[config.mk]
export PLATFORM = sky130hd
export DESIGN_NAME = argb_alpha_blend_core
export DESIGN_NICKNAME = d
export VERILOG_FILES = /design/src/design/aab_pkg.sv /design/src/design/argb_alpha_blend_core.sv
export SDC_FILE = /design/constraint.sdc
export NUM_CORES = 1
export LEC_CHECK = 0
export BUFFER_PORTS_ARGS = -buffer_cell sky130_fd_sc_hd__buf_2
export CAP_MARGIN = 20
export CORE_MARGIN = 2
export CORE_UTILIZATION = 40
export CTS_BUF_LIST = sky130_fd_sc_hd__clkbuf_8
export CTS_CLUSTER_DIAMETER = 150
export DETAILED_ROUTE_END_ITERATION = 7
export SETUP_SLACK_MARGIN = 0.1
export SLEW_MARGIN = 10
export SYNTH_ARGS = -nofsm -noshare
export SYNTH_HDL_FRONTEND = slang
export SYNTH_SLANG_ARGS = --single-unit
[constraint.sdc]
create_clock -name clk -period 19.8 [get_ports clk]
set_input_delay 1.98 -clock clk [delete_from_list [all_inputs] [get_ports clk]]
set_output_delay 1.98 -clock clk [all_outputs]
set_load 0.02 [all_outputs]
[src/design/aab_pkg.sv]
// ----------------------------------------------------------------------------
// aab_pkg: shared definitions for the ARGB alpha blend core
// Pixel layout constants and the per-channel blend arithmetic.
// ----------------------------------------------------------------------------
package aab_pkg;

    localparam int PIXEL_W = 32;
    localparam int CHAN_W  = 8;

    localparam logic [CHAN_W-1:0] ALPHA_OPAQUE  = 8'hFF;
    localparam logic [CHAN_W-1:0] GALPHA_RESET  = 8'hFF;

    typedef logic [PIXEL_W-1:0] pixel_t;
    typedef logic [CHAN_W-1:0]  chan_t;

    // One colour channel: d + floor((a * (s - d) * 257 + 32768) / 65536),
    // kept to eight bits. Taking the top bits of the signed sum gives the
    // floor directly.
    function automatic chan_t blend_channel(chan_t a, chan_t s, chan_t d);
        logic signed [9:0]  diff;
        logic signed [17:0] prod;
        logic signed [26:0] prod_ext;
        logic signed [26:0] vsum;
        logic signed [10:0] step;
        diff     = $signed({2'b00, s}) - $signed({2'b00, d});
        prod     = $signed({10'b0, a}) * $signed({{8{diff[9]}}, diff});
        prod_ext = {{9{prod[17]}}, prod};
        vsum     = (prod_ext <<< 8) + prod_ext + 27'sd32768;
        step     = vsum[26:16];
        return d + chan_t'(step[7:0]);
    endfunction

endpackage

[src/design/argb_alpha_blend_core.sv]
// ----------------------------------------------------------------------------
// argb_alpha_blend_core: ARGB8888 source-over blend with global opacity
// Blends one source pixel over one destination pixel per clock.
// ----------------------------------------------------------------------------
// A word (a source and destination pixel pair) is taken at every rising edge
// where start is high; busy is never raised, so the core takes one word per
// clock indefinitely. The blended pixel appears on out_pixel with done high
// for exactly one cycle, once the word has passed from the input stage into
// the result stage. The receiver cannot hold results off and must capture
// every done cycle. The core has two register stages: the input stage,
// which also forms the effective alpha, and the result stage after the
// per-channel multiply.
// The effective alpha is the source alpha minus (255 - global_alpha),
// saturated at zero. When it is zero the destination pixel passes through
// unchanged; otherwise each colour channel is blended with rounding and the
// output alpha byte is 0xFF. global_alpha resets to 255 and should only be
// written while no word is in flight.
module argb_alpha_blend_core (
    input  logic                 clk,
    input  logic                 rst_n,
    input  logic                 start,
    output logic                 busy,
    input  aab_pkg::pixel_t      src_pixel,
    input  aab_pkg::pixel_t      dst_pixel,
    input  logic                 global_alpha_we,
    input  aab_pkg::chan_t       global_alpha_wdata,
    output logic                 done,
    output aab_pkg::pixel_t      out_pixel
);
    import aab_pkg::*;

    chan_t  global_alpha_reg;
    logic   valid_reg;
    chan_t  alpha_reg;
    chan_t  alpha_next;
    pixel_t src_reg;
    pixel_t dst_reg;
    logic   done_reg;
    pixel_t out_pixel_reg;
    pixel_t out_pixel_next;
    chan_t  offset;
    chan_t  src_alpha;

    // The core never stalls the sender.
    assign busy = 1'b0;

    // Configuration register.
    always_ff @(posedge clk or negedge rst_n)
    begin
        if (!rst_n)
        begin
            global_alpha_reg <= GALPHA_RESET;
        end
        else if (global_alpha_we)
        begin
            global_alpha_reg <= global_alpha_wdata;
        end
    end

    // The effective alpha is only two subtracts and a compare, so it is formed
    // ahead of the input register and the second stage only has to multiply.
    always_comb
    begin
        offset    = ALPHA_OPAQUE - global_alpha_reg;
        src_alpha = src_pixel[31:24];
        if (src_alpha > offset)
        begin
            alpha_next = src_alpha - offset;
        end
        else
        begin
            alpha_next = '0;
        end
    end

    // Input stage.
    always_ff @(posedge clk or negedge rst_n)
    begin
        if (!rst_n)
        begin
            valid_reg <= 1'b0;
        end
        else
        begin
            valid_reg <= start && !busy;
        end
    end

    always_ff @(posedge clk)
    begin
        if (start && !busy)
        begin
            alpha_reg <= alpha_next;
            src_reg   <= src_pixel;
            dst_reg   <= dst_pixel;
        end
    end

    // Blend stage: three channel multipliers working in parallel.
    always_comb
    begin
        if (alpha_reg == '0)
        begin
            out_pixel_next = dst_reg;
        end
        else
        begin
            out_pixel_next = {ALPHA_OPAQUE,
                              blend_channel(alpha_reg, src_reg[23:16], dst_reg[23:16]),
                              blend_channel(alpha_reg, src_reg[15:8],  dst_reg[15:8]),
                              blend_channel(alpha_reg, src_reg[7:0],   dst_reg[7:0])};
        end
    end

    // Result stage.
    always_ff @(posedge clk or negedge rst_n)
    begin
        if (!rst_n)
        begin
            done_reg <= 1'b0;
        end
        else
        begin
            done_reg <= valid_reg;
        end
    end

    always_ff @(posedge clk)
    begin
        if (valid_reg)
        begin
            out_pixel_reg <= out_pixel_next;
        end
    end

    assign done      = done_reg;
    assign out_pixel = out_pixel_reg;

    // Every word in the input stage yields exactly one result strobe.
    a_valid_gives_done: assert property (@(posedge clk) disable iff (!rst_n)
        valid_reg |=> done_reg)
        else $error("word in input stage produced no result");

    a_no_spurious_done: assert property (@(posedge clk) disable iff (!rst_n)
        !valid_reg |=> !done_reg)
        else $error("result strobe without a word");

    // Zero effective alpha passes the destination through untouched.
    a_pass_through: assert property (@(posedge clk) disable iff (!rst_n)
        (valid_reg && alpha_reg == '0) |=> (out_pixel_reg == $past(dst_reg)))
        else $error("destination not passed through at zero alpha");

    // A real blend always produces an opaque pixel.
    a_blend_opaque: assert property (@(posedge clk) disable iff (!rst_n)
        (valid_reg && alpha_reg != '0) |=> (out_pixel_reg[31:24] == ALPHA_OPAQUE))
        else $error("blended pixel not opaque");

endmodule
## Word-level counts from Yosys, hierarchy flattened

Cells that the tools add are included.

| word-level totals | value |
|---|---|
| logic and storage cells | 28 |
| output and inout bits | 34 |
| bits in registers | 106 |
| bits of input ports | 76 |

| operators by class | value |
|---|---|
| $add $sub $neg | 14 |
| magnitude comparators | 1 |
| reductions and logical operators | 1 |
| $mul | 3 |
| mux-type cells | 1 |

Operators with widths:

| kind | count |
|---|---|
| adder 24 x 17 -> 24 bit, second input constant | 3 |
| adder 24 x 18 -> 24 bit | 3 |
| multiplier 9 x 9 -> 18 bit | 3 |
| subtractor 8 x 8 -> 9 bit | 3 |
| adder 8 bit | 3 |
| two-way mux 24 bit | 1 |
| > comparator 8 bit | 1 |
| zero test 8 bit | 1 |
| subtractor 8 bit | 1 |
| subtractor 8 bit, first input constant | 1 |

## Longest topological paths before layout

| logic depth | value |
|---|---|
| depth after elaboration | 6 |
| depth in mapped cells | 50 |
| mapped depth without buffers | 49 |

## Worst setup path before layout

Ideal clock, no wire load.

| timing | value |
|---|---|
| kind | reg2reg |
| from | reg dst_reg[10] |
| to | reg out_pixel_reg[15], in the netlist out_pixel[15], data pin |
| data arrival time | 10034 ps |
| data required time | 19542 ps |
| period minus slack after synthesis | 10292 ps |
| path buffers | 1 |
| slack | 9508 ps |
| setup time | 258 ps |
| stages on the path, launching flop included | 50 |
| cells stage by stage | edfxtp_1 inv_1 ha_1 nor2b_1 o21ai_0 nand2b_1 and2_1 o21ai_0 nand2b_1 a21o_1 a21o_1 clkbuf_1 or2_2 fa_1 fa_1 inv_1 fa_1 fa_1 [14 not listed] ha_1 a2111oi_0 o21ai_0 or2_2 a31oi_1 nor2_1 o21a_1 nor2_1 xnor2_1 ha_1 o21ai_0 nor2_1 o41ai_1 xor2_1 xnor2_1 xnor3_1 nand2_1 xnor2_1 |

| on the way | value |
|---|---|
| longest elaborated chain between the ends | 6 |

RTL lines:

| element | line | RTL |
|---|---|---|
| from (decl) | argb_alpha_blend_core.sv:37 | `pixel_t dst_reg;` |
| from (signal assigned) | argb_alpha_blend_core.sv:95 | `dst_reg <= dst_pixel;` |
| subtractor 8 x 8 -> 9 bit | aab_pkg.sv:25 | `diff = $signed({2'b00, s}) - $signed({2'b00, d});` |
| multiplier 9 x 9 -> 18 bit | aab_pkg.sv:26 | `prod = $signed({10'b0, a}) * $signed({{8{diff[9]}}, diff});` |
| adder 24 x 18 -> 24 bit | aab_pkg.sv:28 | `vsum = (prod_ext <<< 8) + prod_ext + 27'sd32768;` |
| adder 24 x 17 -> 24 bit | aab_pkg.sv:28 |  |
| adder 8 bit (*) | aab_pkg.sv:30 | `return d + chan_t'(step[7:0]);` |
| two-way mux 24 bit (*) | argb_alpha_blend_core.sv:102 | `if (alpha_reg == '0)` |
| named net out_pixel_next[15] | argb_alpha_blend_core.sv:40 | `pixel_t out_pixel_next;` |
| to (signal assigned) | argb_alpha_blend_core.sv:132 | `out_pixel_reg <= out_pixel_next;` |
| to (decl) | argb_alpha_blend_core.sv:39 | `pixel_t out_pixel_reg;` |

The timed path passes the listed nets; every way through them passes the cells marked *.
A chain may end at the register's enable or synchronous reset.

## Worst setup path in the final report

| timing | value |
|---|---|
| from | reg dst_reg[9] |
| to | reg out_pixel_reg[15], in the netlist out_pixel[15], data pin |

The elaborated chain is that of the path after synthesis.

==> flow_summary.toml <==
[yosys]
ys_warn_count = 0
syn_nets = 2017
synth_xor_area_share_pct = 6.31
ys.flop_type = "edfxtp_1"
syn_area_per_cell_um2 = 9.78
synthArstFlopShare_pct = 9.43
syn-instance-count = 1526
synth_edf_count = 96
ys_types = 58
synthSimpleGateAreaFrac_pct = 16.4
syn_area_mm2 = 0.0149
synthAdderAreaFrac_pct = 41.6
synth_compound_area_share_pct = 7.64
synth-seq-cells = 106
synth_top_family_by_area = "adder cells"
synth-seq-area-share_pct = 21.1
muxShareOfSynthArea_pct = 0.528

[setup_path]
r2r-start = "dst_reg[9]"
required_ns = 20.00
ff2ff_path_depth = 48
crit_type = "flip-flop to flip-flop"
cp_max_fo = 8
slowest_stage = "fa_1"
cp-start-kind = "flip-flop"
arrival_ns = 11.36
cp_slowest_stage_delay_ns = 0.56
worstSetupEndpointType = "flip-flop"
startpoint = "dst_reg[9]"

[routing]
drt-vias-per-instance = 5.00
wl_met1_um = 15400
wirelength_um = 32900
top_layer = "met5"
met2_length_um = 15500
wl_per_cell_um = 15.6
first_pass_iters = 5
vias = 10500
drtAntennaViolNets = 0
drt_iter0_markers = 459
drc = 0
wl_met3_um = 1270

[timing]
rsz0062_at_grt = "no"
fin_crit_ns = 11.17
fin_skew_ns = 0.0315
slew_viol_final = 0
slew-limit-headroom_pct = 38.6
final-hold-violation-count = 0
setup-violations-final = 0
tns_ns = 0
period_share_pct = 56.4
max_freq_mhz = 89.6
max_slew.worst_pin.slew_ns = 0.921

[clock_network]
clk_pin_slew_worst_paths_ns = 0.13
cts_buffer_depth = 2
ctsHoldBuffers = 0
clockRootBuffer = "clkbuf_8"
htree_levels = 3
cts_resized = 0
cts_tree = "done"
cts.sinks = 106
cts_buffers = 9
cts_setup_buffers = 0
worstSkewPairLatency_ns = 0.43

[cells_and_area]
layout_commonest_cell = "ha_1"
drive_gt1_share_pct = 11.3
syn_to_final_growth_pct = 8.92
nNetsFinal = 2124
layout_common_cells = "ha_1 (279), inv_1 (224), fa_1 (136), and2_1 (131), nor2_1 (109)"
n_fill_cell = 3543
diodes = 0

[global_route]
grt_pass1_vias = 11300
grt_max_degree = 66
grt.overflow.total = 0
grt_pass1_wl_um = 55900
grt_util_all_layers_pct = 18.2
antenna_found_initial = 3

[die]
row_count = 70
die_area_mm2 = 0.0389
start_util_pct = 40.7
core_area_mm2 = 0.0367
die_y_um = 197
ios = 110
die_w_um = 197

[job]
cap_violations = 0

[placed_design]
gp_congestion = 0.827
io_buffers = 108
hpwl_um = 26600

[min_path]
whs_path_depth = 1
hold_start = "dst_reg[30]"
hold_path_class = "flip-flop to flip-flop"

[status]
status = "finished, final reports clean"
## synthesized netlist by cell type (7+ instances only)
cell type  number  area [um2]
a21o_1         32         240
a21oi_1        51         255
a31oi_1         8        50.1
and2_1        131         820
clkbuf_1       30         113
dfstp_2         8         210
edfxtp_1       96        2880
fa_1          136        2720
ha_1          279        3490
inv_1         222         833
mux2_2          7        78.8
nand2_1        71         267
nand2b_1       47         294
nand3_1        13        65.1
nor2_1        109         409
nor2b_1        25         156
nor3_1         17        85.1
o2111ai_1       7        61.3
o21a_1          9        67.6
o21ai_0        37         185
or2_2          19         119
xnor2_1        63         552
xor2_1         35         307
## critical path, delay by kind of cell, from the launching register on
kind	cells	cell delay, ns
buffers and inverters	5	0.39
AOI/OAI and AO/OA	16	3.22
adders and majority gates	10	4.04
DFF	1	0.48
and+or+nand+nor	10	1.36
xor gates and xnor gates	7	1.43
## metrics by stage
step / area, um2 / cells / hold WS, ns / worst slack, ns / util [%]
2_1_floorplan: 14900 / 1526 / 0.478 / 9.51 / -
3_3_place_gp: 16100 / 2090 / 0.484 / 8.69 / 43.8
3_5_place_dp: 16100 / 2090 / 0.488 / 8.60 / 43.8
4_1_cts: 16300 / 2106 / 0.515 / 8.57 / 44.3
5_1_grt: 16300 / 2106 / 0.528 / 7.73 / 44.3
6_report: 16300 / 2106 / 0.514 / 8.63 / 44.3
## kinds of logic after synthesis
| logic type | count (synthesis) |
|---|---|
| muxes | 7 |
| and+or+nand+nor | 463 |
| buffers and inverters | 254 |
| DFF | 106 |
| other | 1 |
| xor gates and xnor gates | 102 |
| adders and majority gates | 415 |
| AOI/OAI and AO/OA | 178 |
## path summary, 6_finish.rpt
| kind | end | slack [ns] |
|---|---|---|
| setup / recovery | out_pixel[15] | 8.63 |
| hold / removal | out_pixel[30] | 0.51 |
| setup reg to reg | out_pixel[15] | 8.63 |
| hold reg to reg | out_pixel[30] | 0.51 |
| max in group asynchronous | global_alpha_reg[3] | 18.14 |
| min in group asynchronous | done | 1.41 |
## final cells by class
| class | instances | area (um2) | area share (%) |
|---|---|---|---|
| Clock buffer | 9 | 124 | 0.762 |
| Clock inverter | 7 | 53.8 | 0.331 |
| Inverter | 222 | 833 | 5.13 |
| Multi-Input combinational cell | 1166 | 10800 | 66.6 |
| Sequential cell | 106 | 3140 | 19.3 |
| Tap cell | 468 | 586 | 3.60 |
| Timing Repair Buffer | 128 | 693 | 4.26 |
## per-layer routing
layer	up-vias	track usage, %
met5	-	0
met1	5064	24.3
met3	36	2.46
met2	176	30.8
met4	4	4.98
li1	5253	-
Power is not shown: default switching activity piles up to over one toggle a cycle in this logic, so the estimate is an artifact.
